`config.mk`:
```
export PLATFORM = sky130hd
export DESIGN_NAME = msis_cfg_regs_flat
export DESIGN_NICKNAME = d
export VERILOG_FILES = /design/src/hw/rtl/msis_pkg.sv /design/src/hw/rtl/msis_if.sv /design/src/hw/rtl/msis_cfg_regs.sv /design/src/flat_wrapper.sv
export SDC_FILE = /design/constraint.sdc
export NUM_CORES = 1
export LEC_CHECK = 0
export ABC_AREA = 1
export BUFFER_PORTS_ARGS = -buffer_cell sky130_fd_sc_hd__buf_2
export CAP_MARGIN = 20
export CORE_UTILIZATION = 45
export CTS_CLUSTER_SIZE = 28
export DETAILED_ROUTE_END_ITERATION = 10
export PLACE_DENSITY = 0.8
export SLEW_MARGIN = 20
export SYNTH_ARGS = -nofsm -noshare
export SYNTH_HDL_FRONTEND = slang
export SYNTH_SLANG_ARGS = --single-unit
```
`constraint.sdc`:
```
create_clock -name clk -period 2.5 [get_ports clk]
set_input_delay 0.125 -clock clk [delete_from_list [all_inputs] [get_ports clk]]
set_output_delay 0.125 -clock clk [all_outputs]
set_load 0.05 [all_outputs]
```
`src/hw/rtl/msis_pkg.sv`:
```
//------------------------------------------------------------------------------
// msis_pkg
// Shared types, codes and the braking distance table of the motor controller.
//------------------------------------------------------------------------------
`default_nettype none
package msis_pkg;

  localparam int unsigned BrakeTableSize = 350;
  localparam int unsigned MotorCount     = 2;

  localparam logic [15:0] StopTicksReset   = 16'd4000;
  localparam logic [14:0] SearchSpeedReset = 15'd100;
  localparam logic [19:0] FwdSpanReset     = 20'd6000;
  localparam logic [19:0] RevSpanReset     = 20'd12000;
  localparam logic [15:0] ArrivalReset     = 16'd50;
  localparam logic [15:0] RunSpeedReset    = 16'd64;

  typedef enum logic [2:0] {
    ACT_TICK   = 3'd0,
    ACT_SPEED  = 3'd1,
    ACT_RUN    = 3'd2,
    ACT_BRAKE  = 3'd3,
    ACT_SEEK   = 3'd4,
    ACT_FIND   = 3'd5,
    ACT_READ   = 3'd6,
    ACT_UNUSED = 3'd7
  } action_t;

  typedef enum logic [2:0] {
    M_STOPPED = 3'd0,
    M_RUNNING = 3'd1,
    M_SEEKING = 3'd2,
    M_FINDING = 3'd3,
    M_BRAKING = 3'd4
  } mode_t;

  typedef enum logic [2:0] {
    P_START    = 3'd0,
    P_FWD      = 3'd1,
    P_BRK_FWD  = 3'd2,
    P_REV      = 3'd3,
    P_BRK_REV  = 3'd4,
    P_BRK_MARK = 3'd5
  } phase_t;

  typedef enum logic [1:0] {
    DRV_NONE  = 2'd0,
    DRV_SPEED = 2'd1,
    DRV_BRAKE = 2'd2
  } drive_t;

  typedef enum logic [2:0] {
    REG_STOP_TICKS = 3'd0,
    REG_SEARCH_SPD = 3'd1,
    REG_FWD_SPAN   = 3'd2,
    REG_REV_SPAN   = 3'd3,
    REG_ARRIVAL    = 3'd4
  } reg_index_t;

  typedef struct packed {
    logic [2:0]  action;
    logic        motor;
    logic [31:0] command_value;
    logic [31:0] encoder_angle;
    logic [15:0] ticks_at_angle;
    logic [7:0]  new_errors;
    logic        index_seen;
  } item_t;

  typedef struct packed {
    logic [1:0]  drive_mode;
    logic [15:0] drive_speed;
    logic        arm_index_reset;
    logic        just_stopped;
    logic [31:0] angle_out;
    logic [7:0]  error_total;
  } result_t;

  typedef struct packed {
    logic [15:0] stop_ticks;
    logic [14:0] search_speed;
    logic [19:0] forward_search_span;
    logic [19:0] reverse_search_span;
    logic [15:0] arrival_window;
  } cfg_t;

  typedef struct packed {
    mode_t       mode;
    logic [15:0] run_speed;
    logic [7:0]  error_count;
    logic [31:0] goal_angle;
    logic [15:0] seek_dir;
    phase_t      phase;
    logic [31:0] search_start;
    logic [31:0] search_limit;
  } chan_t;

  localparam logic [15:0] BRAKE_ROM [350] = '{
    0,0,0,8900,8100,7300,6500,5800,5082,4740,
    4108,3592,3160,2904,2588,2340,2128,1932,1741,1656,
    1497,1392,1257,1205,1136,1092,1012,937,901,840,
    781,764,720,689,664,637,613,585,552,540,
    533,505,481,465,456,441,440,405,392,381,
    377,373,357,353,333,313,305,301,301,293,
    289,285,284,273,268,245,245,237,229,229,
    229,221,217,217,217,213,209,209,208,201,
    201,197,193,193,181,157,157,157,149,145,
    145,145,141,141,141,141,137,137,137,137,
    136,133,133,133,133,133,129,128,125,125,
    125,125,125,121,121,121,121,117,117,116,
    113,113,113,105,81,81,77,77,77,77,
    73,73,73,73,73,73,73,69,69,69,
    69,69,69,69,69,68,65,65,65,65,
    65,65,65,65,65,65,61,61,61,61,
    61,61,61,61,61,61,61,61,61,61,
    57,57,57,57,57,57,57,57,57,57,
    57,57,57,57,57,57,57,57,57,57,
    53,53,53,53,53,53,53,53,53,53,
    53,53,53,53,53,53,53,53,53,53,
    53,53,53,49,49,49,49,49,49,49,
    49,49,49,49,49,49,49,49,49,49,
    49,49,49,49,49,49,49,49,49,49,
    49,49,45,45,45,45,45,45,45,45,
    45,45,45,45,45,45,45,45,45,45,
    45,45,45,45,45,45,45,45,45,45,
    45,45,45,45,45,45,45,45,45,45,
    41,41,41,41,41,41,41,41,41,41,
    41,41,41,41,41,41,41,41,41,41,
    41,41,41,41,41,41,41,41,41,41,
    41,41,41,41,41,41,41,41,41,41,
    41,41,37,37,37,37,37,37,37,37,
    37,37,37,37,37,37,37,37,37,37,
    37,37,37,37,37,37,37,37,37,37
  };

  function automatic logic [15:0] brake_dist(input logic [15:0] ticks);
    logic [15:0] d;
    d = 16'd0;
    if (32'(ticks) < BrakeTableSize && 32'(ticks) < 32'd350) begin
      d = BRAKE_ROM[ticks[8:0]];
    end
    return d;
  endfunction

  function automatic logic [31:0] sat_add(input logic [31:0] a, input logic [20:0] b);
    logic signed [33:0] s;
    s = 34'(signed'(a)) + 34'(signed'(b));
    if (s > 34'sd2147483647) return 32'h7fffffff;
    if (s < -34'sd2147483648) return 32'h80000000;
    return s[31:0];
  endfunction

endpackage
`default_nettype wire

```
`src/hw/rtl/msis_if.sv`:
```
//------------------------------------------------------------------------------
// msis_item_if / msis_result_if / msis_cfg_if
// Valid/ready channels of the motor controller.
//------------------------------------------------------------------------------
`default_nettype none


interface msis_cfg_if;
  logic        valid;
  logic        ready;
  logic [2:0]  index;
  logic [31:0] wdata;
  modport source (output valid, output index, output wdata, input ready);
  modport sink (input valid, input index, input wdata, output ready);
endinterface
`default_nettype wire

```
`src/hw/rtl/msis_cfg_regs.sv`:
```
//------------------------------------------------------------------------------
// msis_cfg_regs
// Configuration register file.
//------------------------------------------------------------------------------
`default_nettype none
module msis_cfg_regs import msis_pkg::*; (
  input  wire logic clk,
  input  wire logic rst,
  msis_cfg_if.sink  cfg,
  output cfg_t      regs
);
  assign cfg.ready = 1'b1;

  always_ff @(posedge clk) begin
    if (rst) begin
      regs.stop_ticks          <= StopTicksReset;
      regs.search_speed        <= SearchSpeedReset;
      regs.forward_search_span <= FwdSpanReset;
      regs.reverse_search_span <= RevSpanReset;
      regs.arrival_window      <= ArrivalReset;
    end else if (cfg.valid) begin
      case (reg_index_t'(cfg.index))
        REG_STOP_TICKS: regs.stop_ticks          <= cfg.wdata[15:0];
        REG_SEARCH_SPD: regs.search_speed        <= cfg.wdata[14:0];
        REG_FWD_SPAN:   regs.forward_search_span <= cfg.wdata[19:0];
        REG_REV_SPAN:   regs.reverse_search_span <= cfg.wdata[19:0];
        REG_ARRIVAL:    regs.arrival_window      <= cfg.wdata[15:0];
        default: ;
      endcase
    end
  end
endmodule
`default_nettype wire

```
`src/flat_wrapper.sv`:
```
// flat-port wrapper written by rule: the top's interface ports become plain ports
module msis_cfg_regs_flat import msis_pkg::*;
  (clk, rst, regs, cfg_valid, cfg_index, cfg_wdata, cfg_ready);
  msis_cfg_if cfg_i ();
  input  wire logic clk;
  input  wire logic rst;
  output cfg_t regs;
  input wire logic [$bits(cfg_i.valid)-1:0] cfg_valid;
  input wire logic [$bits(cfg_i.index)-1:0] cfg_index;
  input wire logic [$bits(cfg_i.wdata)-1:0] cfg_wdata;
  output wire logic [$bits(cfg_i.ready)-1:0] cfg_ready;
  assign cfg_i.valid = cfg_valid;
  assign cfg_i.index = cfg_index;
  assign cfg_i.wdata = cfg_wdata;
  assign cfg_ready = cfg_i.ready;
  msis_cfg_regs u_core (.clk(clk), .rst(rst), .cfg(cfg_i), .regs(regs));
endmodule
```
# == Word-level counts from Yosys, hierarchy flattened ==
# Index checks and enable logic that the tools add are counted.
# classes
n_eq_ne,4
n_reduce_logical,6
# ops
operator,count
2-bit AND reduction,5
3-bit by 2-bit equality test with 1-bit output (second input constant),2
3-bit by 1-bit equality test with 1-bit output (second input constant),1
3-bit equality test (second input constant),1
3-bit zero test,1
# word_totals
reg_bits,87
inputBits,38
out_inout_bits,88
wordCells,15

# == Depth between registers and ports, before layout ==
# Gate-level depths: netlist of run 1.
# depth
depth_word,2
mapped_depth,6

# == Worst setup path after synthesis of run 1 ==
# No wires, ideal clock.
# synth_timing
kind,input port to flip-flop
from,input port cfg_index[1]
to,register u_core.regs[72] (netlist name)
arrival_ns,0.780
path_slack_ns,1.606
path_stages,5
path_buffers,1
cell_sequence,nor2_1 -> buf_4 -> nand3_1 -> nand2_1 -> nor2_1
# synth_between
elab_chain_cells,2
# synth_lines
element,line,rtl
start: declaration,flat_wrapper.sv:9,input wire logic [$bits(cfg_i.index)-1:0] cfg_index;
3-bit zero test,msis_cfg_regs.sv:22,case (reg_index_t'(cfg.index))
2-bit AND reduction (no line),--,
# Every way passes these cells.
# A chain may end at the register's enable or synchronous reset.

# == Final worst setup path of run 1 ==
# layout_timing
from,input port cfg_index[0]
to,register u_core.regs[58] (netlist name)
# layout_between
elab_chain_cells,2
# layout_lines
element,line
3-bit by 1-bit equality test with 1-bit output,msis_cfg_regs.sv:22
2-bit AND reduction (no line),--
# Every way passes these cells.

==> flow_metrics.py, run 1 <==
metrics = {
    "clock_tree": {
        "clock_path_buffers": 2,
        "htreeDepth": 3,
        "numCtsBuffers": 9,
        "post-cts-setup-buffers": 0,
        "clk_latency_ps": 350,
        "cts_tree": "built",
        "cts.root.buffer_cell": "clkbuf_8",
        "cts-resized-gates": 0,
        "clkSlewWorstSetupHoldPaths_ps": 90,
        "clock-sinks": 87,
        "cts-hold-fix-buffers": 5,
    },
    "route": {
        "drc_errors": 0,
        "routed_wl_um": 9210,
        "avgViaCountPerCell": 4.84,
        "drt_iter0_drc": 215,
        "drtAntennaViolNets": 0,
        "drt_first_pass_iters": 5,
        "wire_per_inst_um": 13.2,
        "vias": 3363,
    },
    "hold_path": {
        "min_to": "u_core.regs[44]",
        "worstHoldStart": "cfg_wdata[8]",
        "hold_depth": 3,
        "hold_class": "in2reg",
    },
    "power": {
        "leakagePower_nw": 2.16,
        "p_sw_share_pct": 30.0,
        "p_int_w": 0.00200,
        "power_switching_w": 0.000855,
        "p_clk_share_pct": 32.5,
        "p_seq_share_pct": 51.2,
        "p_comb_share_pct": 16.3,
        "ir_drop_mv": 0.320,
        "power_density_mw_per_mm2": 673,
    },
    "setup_path": {
        "crit_type": "in2reg",
        "reg2reg_to": "u_core.regs[74]",
        "cpPeakStageDelay_ps": 660,
        "cp-start-kind": "input port",
        "path_cells": "buf_2, inv_1, nor2_1, nand2_1, nand2_1, nand3_1",
        "worstPathMaxFanout": 13,
        "cp-end-kind": "flop",
        "slowest_stage": "nor2_1",
        "required_ps": 2730,
        "worst-r2r-setup-slack_ps": 1880,
        "reg2reg_depth": 2,
        "crit_top_cell": "nand2_1",
        "crit_arrival_ps": 1390,
        "r2r_start": "u_core.regs[74]",
    },
    "grt": {
        "grt_overflow_total": 0,
        "grt_usage_pct": 24.1,
        "antenna_found_initial": 0,
        "grt_pass1_vias": 2968,
        "grt_max_degree": 36,
        "grt_pass1_wl_um": 14200,
    },
    "timing": {
        "rsz0062_at_grt": "false",
        "finalCriticalPeriod_ps": 1170,
        "final-hold-violation-count": 0,
        "setup_viol": 0,
        "slew_violations": 0,
        "setup_tns_ps": 0,
        "fmax_mhz": 858,
        "max-slew-margin-rel_pct": 41.7,
        "post-route-period-util_pct": 46.6,
        "skew_ps": 0,
        "worst-slew-pin-transition_ps": 871,
    },
    "die": {
        "die_h_um": 89.2,
        "start_util_pct": 46.9,
        "placementRows": 31,
        "num_io_pins": 126,
        "dieArea_mm2": 0.00796,
        "dieWidth_um": 89.2,
        "core_mm2": 0.00729,
    },
    "finish": {
        "nets": 630,
        "area_growth_pct": 23.8,
        "fill_cells": 708,
        "final_util_pct": 58.1,
        "top_regs": "u_core.regs (87)",
        "diodes": 0,
        "top_register": "u_core.regs",
        "layout-drive-gt1-share_pct": 23.3,
        "largest_register_ffs": 87,
    },
    "synth": {
        "synth_top_area_share_pct": 50.9,
        "netlist_area_mm2": 0.00342,
        "synth-seq-cells": 87,
        "synthFlopType": "dfxtp_1",
        "ys_types": 13,
        "syn_avg_cell_area_um2": 7.07,
        "synth_cells": 484,
        "yosys-top-cells-count": "nor2_1 (127), nand2_1 (124), dfxtp_1 (87), nand3_1 (87), inv_1 (25)",
        "synthesis.nets": 522,
        "synth_warnings": 0,
        "synthArstFlopShare_pct": 0,
        "synth_edf_count": 0,
        "synth_area_leaders": "dfxtp_1 (51%), nor2_1 (14%), nand2_1 (14%)",
        "synth_top_area_cell": "dfxtp_1",
        "synth_seq_area_share_pct": 50.9,
        "synth_most_common_cell": "nor2_1",
    },
    "run_status": {
        "status": "completed",
    },
    "place": {
        "dpl.hpwl_um": 6450,
        "io_buffers": 112,
        "place_congestion": 0.778,
    },
    "job": {
        "cap_viol_max_count": 0,
    },
}
## metrics by stage
stage	hold slack [ps]	instance area (um^2)	std cells	power, W	setup slack (ps)
floorplan	238	3420	484	0.00183	1610
global placement	347	4010	675	0.00194	1030
detailed placement	342	4010	675	0.00195	967
CTS	0.319	4240	695	0.00287	1360
global route	25.2	4240	695	0.00297	1190
finish	17.1	4240	695	0.00285	1330
## critical path, delay by kind of cell
kind | cells | cell delay (ps)
buf+inv | 2 | 190
simple gates | 4 | 1070
## placed cells by master, fill, tap and decap left out
cell | synthesis | final
inv_1 | 25 | 25
nor2_1 | 127 | 127
inv_2 | 0 | 1
bufinv_16 | 0 | 1
nand2_1 | 124 | 124
nand3_1 | 87 | 87
clkbuf_8 | 0 | 9
clkbuf_1 | 5 | 1
buf_4 | 8 | 8
conb_1 | 1 | 1
clkinv_2 | 0 | 4
buf_2 | 11 | 112
dlygate4sd3_1 | 0 | 5
dfxtp_1 | 87 | 87
nor2_4 | 4 | 4
## layer usage
layer / vias up / part of all wire [%] / GRT usage [%]
li1: 1714 / - / -
met1: 1505 / 44 / 31.0
met2: 120 / 46 / 37.3
met3: 24 / 7.0 / 4.80
met4: 0 / 3.4 / 14.6
met5: - / 0 / 0
## worst max-delay path by stage
stage | start | endpoint | slack [ps] | cells after the start
floorplan | cfg_index[1] | u_core.regs[72] | 1610 | 5
global placement | cfg_index[0] | u_core.regs[58] | 1030 | 6
detailed placement | cfg_index[0] | u_core.regs[58] | 970 | 6
CTS | cfg_index[0] | u_core.regs[58] | 1360 | 6
global route | cfg_index[0] | u_core.regs[62] | 1190 | 6
finish | cfg_index[0] | u_core.regs[58] | 1330 | 6
## final cells by class
type	instances	area [um^2]	area share, %
clock inverter	5	50.0	1.18
sequential	87	1740	41.1
multi-input combinational	343	1430	33.7
tap	99	124	2.92
inverter	26	97.6	2.30
clock buffer	10	128	3.01
timing repair buffer	125	671	15.8
## power groups by stage
stage / Sequential (W) / Combinational, W / Clock (W)
floorplan: 0.00166 / 0.000172 / 0
global placement: 0.00149 / 0.000453 / 0
detailed placement: 0.00149 / 0.000459 / 0
CTS: 0.00146 / 0.000466 / 0.000941
global route: 0.00146 / 0.000505 / 0.00100
finish: 0.00146 / 0.000466 / 0.000927
## cells by family (layout without fill, tap and decap cells)
kind of cell           count (synthesis)  after routing  share of synthesized area, %
buffers and inverters                 54            166                          7.42
and+or+nand+nor                      342            342                          41.6
DFF                                   87             87                          50.9
other                                  1              1                         0.110
No activity file was read; power rests on OpenSTA's default activity.
==> run 2, diff against run 1 <==
- clock period: 2.5 -> 1.1 ns (I/O delays scaled with it)
==> run 2 against run 1 <==
  * Clock power grew to 2.7 times the previous value
  * Worst hold slack worse by 7.7 ps
  * Design area is 5.6% higher
  * Non-clock buffer count is 10 higher
  * Critical path depth is 5 lower
  * Largest power group unchanged
  * Register-to-register slack worse by 1400 ps
==> flow_metrics.py, run 2 (synthesized netlist as in run 1, its figures left out) <==
metrics = {
    "run_status": {
        "status": "completed",
    },
    "timing": {
        "finalCriticalPeriod_ps": 1050,
        "rsz0062_at_grt": "false",
        "post-route-period-util_pct": 95.3,
        "setup_tns_ps": 0,
        "skew_ps": 0,
        "final-hold-violation-count": 0,
        "fmax_mhz": 954,
        "slew_violations": 0,
        "setup_viol": 0,
    },
    "setup_path": {
        "cp.depth": 1,
        "critPathTopFamily": "flip-flops",
        "cp-endpoint": "regs[79]",
        "worstPathMaxFanout": 2,
        "cp-start-kind": "flop",
        "worst-r2r-setup-slack_ps": 490,
        "crit_arrival_ps": 990,
        "slowest_stage": "dfxtp_1",
        "cp-end-kind": "output pin",
        "setup.worst_path.start": "u_core.regs[79]",
        "required_ps": 1040,
        "r2r_start": "u_core.regs[43]",
        "cpPeakStageDelay_ps": 370,
        "crit_type": "reg2out",
        "worst-path-buf-inv": 1,
        "reg2reg_depth": 2,
        "path_cells": "buf_2",
        "reg2reg_to": "u_core.regs[43]",
    },
    "die": {
        "dieArea_mm2": 0.00796,
        "placementRows": 31,
        "start_util_pct": 46.9,
        "num_io_pins": 126,
        "core_mm2": 0.00729,
        "dieWidth_um": 89.2,
        "die_h_um": 89.2,
    },
    "power": {
        "leakagePower_nw": 2.25,
        "p_seq_share_pct": 47.7,
        "p_int_w": 0.00496,
        "totalPowerFinal_w": 0.00695,
        "power_switching_w": 0.00199,
        "p_sw_share_pct": 28.6,
        "p_comb_share_pct": 16.0,
        "ir_drop_mv": 0.710,
        "power_density_mw_per_mm2": 1550,
        "p_clk_share_pct": 36.2,
    },
    "finish": {
        "layout-drive-gt1-share_pct": 24.2,
        "fill_cells": 699,
        "largest_register_ffs": 87,
        "nets": 640,
        "top_register": "u_core.regs",
        "top_regs": "u_core.regs (87)",
        "diodes": 0,
        "area_growth_pct": 30.8,
        "final_cell_mix": "nor2_1 (127), nand2_1 (124), buf_2 (112)",
        "final_common_cell": "nor2_1",
    },
    "job": {
        "cap_viol_max_count": 0,
    },
    "route": {
        "avgViaCountPerCell": 4.87,
        "vias": 3437,
        "drc_errors": 0,
        "wire_per_inst_um": 13.3,
        "drtAntennaViolNets": 0,
        "drt_iter0_drc": 272,
        "routed_wl_um": 9380,
        "drt_first_pass_iters": 4,
    },
    "place": {
        "dpl.hpwl_um": 6400,
        "place_congestion": 0.781,
        "io_buffers": 112,
    },
    "clock_tree": {
        "cts-resized-gates": 0,
        "numCtsBuffers": 9,
        "cts.root.buffer_cell": "clkbuf_8",
        "clock-sinks": 87,
        "cts_tree": "built",
        "htreeDepth": 3,
        "clk_latency_ps": 340,
        "clock_path_buffers": 2,
        "clkSlewWorstSetupHoldPaths_ps": 80,
    },
    "grt": {
        "grt_max_degree": 88,
        "grt_pass1_vias": 3147,
        "grt_usage_pct": 24.3,
        "grt_pass1_wl_um": 14600,
        "grt_overflow_total": 0,
        "antenna_found_initial": 0,
    },
    "hold_path": {
        "hold_class": "in2reg",
    },
}
-- run 2: layout make-up --
cell class                      count  area (um^2)  share of cell area [%]
Clock buffer                       11          151                    3.38
Clock inverter                      5         80.1                    1.79
Inverter                           26         97.6                    2.18
Multi-Input combinational cell    343         1430                    31.9
Sequential cell                    87         1740                    38.9
Tap cell                           99          124                    2.77
Timing Repair Buffer              135          856                    19.1
-- run 2: metal layers --
| layer | global-route usage (%) | vias up | share of wire [%] |
|---|---|---|---|
| met1 | 30.6 | 1554 | 43 |
| met3 | 4.43 | 19 | 6.3 |
| li1 | - | 1734 | - |
| met5 | 0 | - | 0 |
| met2 | 42.1 | 130 | 49 |
| met4 | 8.08 | 0 | 2.0 |
-- run 2: worst min path at each step --
| stage | startpoint | to | slack (ps) | depth (start not counted) |
|---|---|---|---|---|
| 2_1_floorplan | cfg_wdata[1] | u_core.regs[1] | 170 | 2 |
| 3_3_place_gp | cfg_wdata[2] | u_core.regs[58] | 270 | 3 |
| 3_5_place_dp | cfg_wdata[12] | u_core.regs[48] | 280 | 3 |
| 4_1_cts | cfg_wdata[9] | u_core.regs[45] | 0.8 | 3 |
| 5_1_grt | cfg_wdata[9] | u_core.regs[45] | 3 | 3 |
| 6_report | cfg_wdata[9] | u_core.regs[45] | 9 | 3 |
-- run 2: timing repair --
item / 4_1_cts / 5_1_grt
hold buffers: 9 / 0
hold endpoints to repair: 13 / 0
setup buffers: 0 / 0
-- run 2: per-stage QoR --
stage                     hold WS (ps)  cells  util, %  area, um^2  worst slack [ps]
final                             9.34    706     61.4        4480              51.3
after global routing              2.61    706     61.4        4480              20.6
after CTS                        0.773    706     61.4        4480              60.2
after detailed placement           281    681     57.0        4160              17.2
after global placement             275    681     57.0        4160              58.9
after floorplan                    168    484        -        3420               242
-- run 2: power groups by stage --
stage	combinational, W	clock (W)	sequential [W]
after floorplan	0.000392	0	0.00377
after global placement	0.00107	0	0.00338
after detailed placement	0.00109	0	0.00339
after CTS	0.00111	0.00256	0.00332
after global routing	0.00121	0.00269	0.00333
final	0.00111	0.00252	0.00332
==> run 3, diff against run 2 <==
- RECOVER_POWER: unset -> 100
==> run 3 against run 2 <==
  * Largest cell class unchanged
  * Utilization decreased by 0.70 points
  * Clock-buffer cell count unchanged
  * Routed wire length fell by 0.68%
  * Sequential power hardly changed
  * Setup slack lost 18 ps
  * Via count up 0.52%
  * Non-clock buffer count unchanged
  * Die area unchanged
  * Critical path depth is the same
  * Register-to-register slack barely moved
==> flow_metrics.py, run 3 (synthesized netlist as in run 1, its figures left out) <==
metrics = {
    "run_status": {
        "status": "completed",
    },
    "route": {
        "routed_wl_um": 9310,
        "drt_first_pass_iters": 4,
        "avgViaCountPerCell": 4.89,
        "drtAntennaViolNets": 0,
        "drc_errors": 0,
        "wire_per_inst_um": 13.2,
        "drt_iter0_drc": 236,
        "vias": 3455,
    },
    "setup_path": {
        "worstPathMaxFanout": 2,
        "cpPeakStageDelay_ps": 370,
        "slowest_stage": "dfxtp_1",
        "reg2reg_to": "u_core.regs[43]",
        "critPathTopFamily": "flip-flops",
        "crit_type": "reg2out",
        "worst-path-buf-inv": 1,
        "reg2reg_depth": 2,
        "r2r_start": "u_core.regs[43]",
        "crit_arrival_ps": 1010,
        "setup.worst_path.start": "u_core.regs[79]",
        "cp-start-kind": "flop",
        "path_cells": "clkbuf_2",
        "cp.depth": 1,
        "worst-r2r-setup-slack_ps": 490,
        "cp-end-kind": "output pin",
        "required_ps": 1040,
    },
    "power": {
        "p_seq_share_pct": 47.9,
        "p_sw_share_pct": 28.7,
        "power_switching_w": 0.00199,
        "power_density_mw_per_mm2": 1570,
        "p_comb_share_pct": 15.7,
        "p_clk_share_pct": 36.4,
        "ir_drop_mv": 0.710,
        "p_int_w": 0.00494,
        "leakagePower_nw": 2.21,
    },
    "finish": {
        "area_growth_pct": 29.3,
        "layout-drive-gt1-share_pct": 21.4,
        "nets": 640,
        "final_common_cell": "nor2_1",
        "final_cell_mix": "nor2_1 (130), nand2_1 (124), nand3_1 (87), dfxtp_1 (87), clkbuf_2 (84)",
        "postLayoutCellArea_mm2": 0.00443,
        "largest_register_ffs": 87,
        "top_register": "u_core.regs",
        "diodes": 0,
        "top_regs": "u_core.regs (87)",
        "stdcell_count": 706,
    },
    "clock_tree": {
        "cts_tree": "built",
        "clkSlewWorstSetupHoldPaths_ps": 80,
        "clk_latency_ps": 340,
        "clock-sinks": 87,
        "cts-resized-gates": 0,
        "numCtsBuffers": 9,
        "cts.root.buffer_cell": "clkbuf_8",
        "clock_path_buffers": 2,
        "htreeDepth": 3,
        "cts-hold-fix-buffers": 9,
        "post-cts-setup-buffers": 0,
    },
    "timing": {
        "setup_tns_ps": 0,
        "finalCriticalPeriod_ps": 1070,
        "post-route-period-util_pct": 97.0,
        "fmax_mhz": 937,
        "skew_ps": 0,
        "whs_ps": 5.48,
        "rsz0062_at_grt": "false",
        "slew_violations": 0,
        "setup_viol": 0,
        "final-hold-violation-count": 0,
    },
    "die": {
        "start_util_pct": 46.9,
        "dieArea_mm2": 0.00796,
        "die_h_um": 89.2,
        "dieWidth_um": 89.2,
        "placementRows": 31,
        "core_mm2": 0.00729,
        "num_io_pins": 126,
    },
    "place": {
        "dp.cells": 681,
        "io_buffers": 112,
        "dpl.hpwl_um": 6400,
        "dpl_cell_area_mm2": 0.00416,
        "place_congestion": 0.781,
    },
    "hold_path": {
        "worstHoldStart": "cfg_wdata[9]",
        "min_to": "u_core.regs[45]",
        "hold_depth": 3,
        "hold_class": "in2reg",
    },
    "grt": {
        "grt_overflow_total": 0,
        "antenna_found_initial": 0,
        "grt_usage_pct": 24.3,
        "grt_pass1_vias": 3147,
        "grt_pass1_wl_um": 14600,
        "grt_max_degree": 88,
    },
    "job": {
        "cap_viol_max_count": 0,
    },
}
-- run 3: cell count changes in the layout (fill, tap and decap cells not counted), sizes merged --
cell,previous run,this run
clkbuf,11,108
dlymetal6s2s,0,1
buf,126,28
-- run 3: routing by layer --
metal	vias to the layer above	GRT usage, %	wire (um)	share of wire [%]
li1	1733	-	-	-
met1	1590	30.6	3950	42
met2	120	42.1	4620	50
met3	12	4.43	630	6.8
met4	0	8.08	110	1.2
met5	-	0	0	0
-- run 3: layout make-up --
type                       instances  area [um^2]
clock buffer                      11          151
timing repair buffer             135          827
tap                               99          124
fill                             712         2870
inverter                          26         97.6
multi-input combinational        343         1400
sequential                        87         1740
clock inverter                     5         80.1
-- run 3: power groups by stage --
stage,combinational (W),clock [W],sequential [W]
2_1_floorplan,0.000392,0,0.00377
3_3_place_gp,0.00107,0,0.00338
3_5_place_dp,0.00109,0,0.00339
4_1_cts,0.00111,0.00256,0.00332
5_1_grt,0.00118,0.00269,0.00333
6_report,0.00109,0.00252,0.00332
-- run 3: worst max path at each step --
stage,endpoint
after global placement,u_core.regs[4]
after CTS,regs[60]
after floorplan,u_core.regs[0]
final,regs[79]
after global routing,regs[79]
after detailed placement,u_core.regs[4]
-- run 3: per-stage QoR --
step / util [%] / total power (W) / worst slack [ps]
floorplan: - / 0.00416 / 242
global placement: 57.0 / 0.00446 / 58.9
detailed placement: 57.0 / 0.00448 / 17.2
CTS: 61.4 / 0.00699 / 60.2
global route: 60.7 / 0.00721 / 14.2
finish: 60.7 / 0.00693 / 33.0
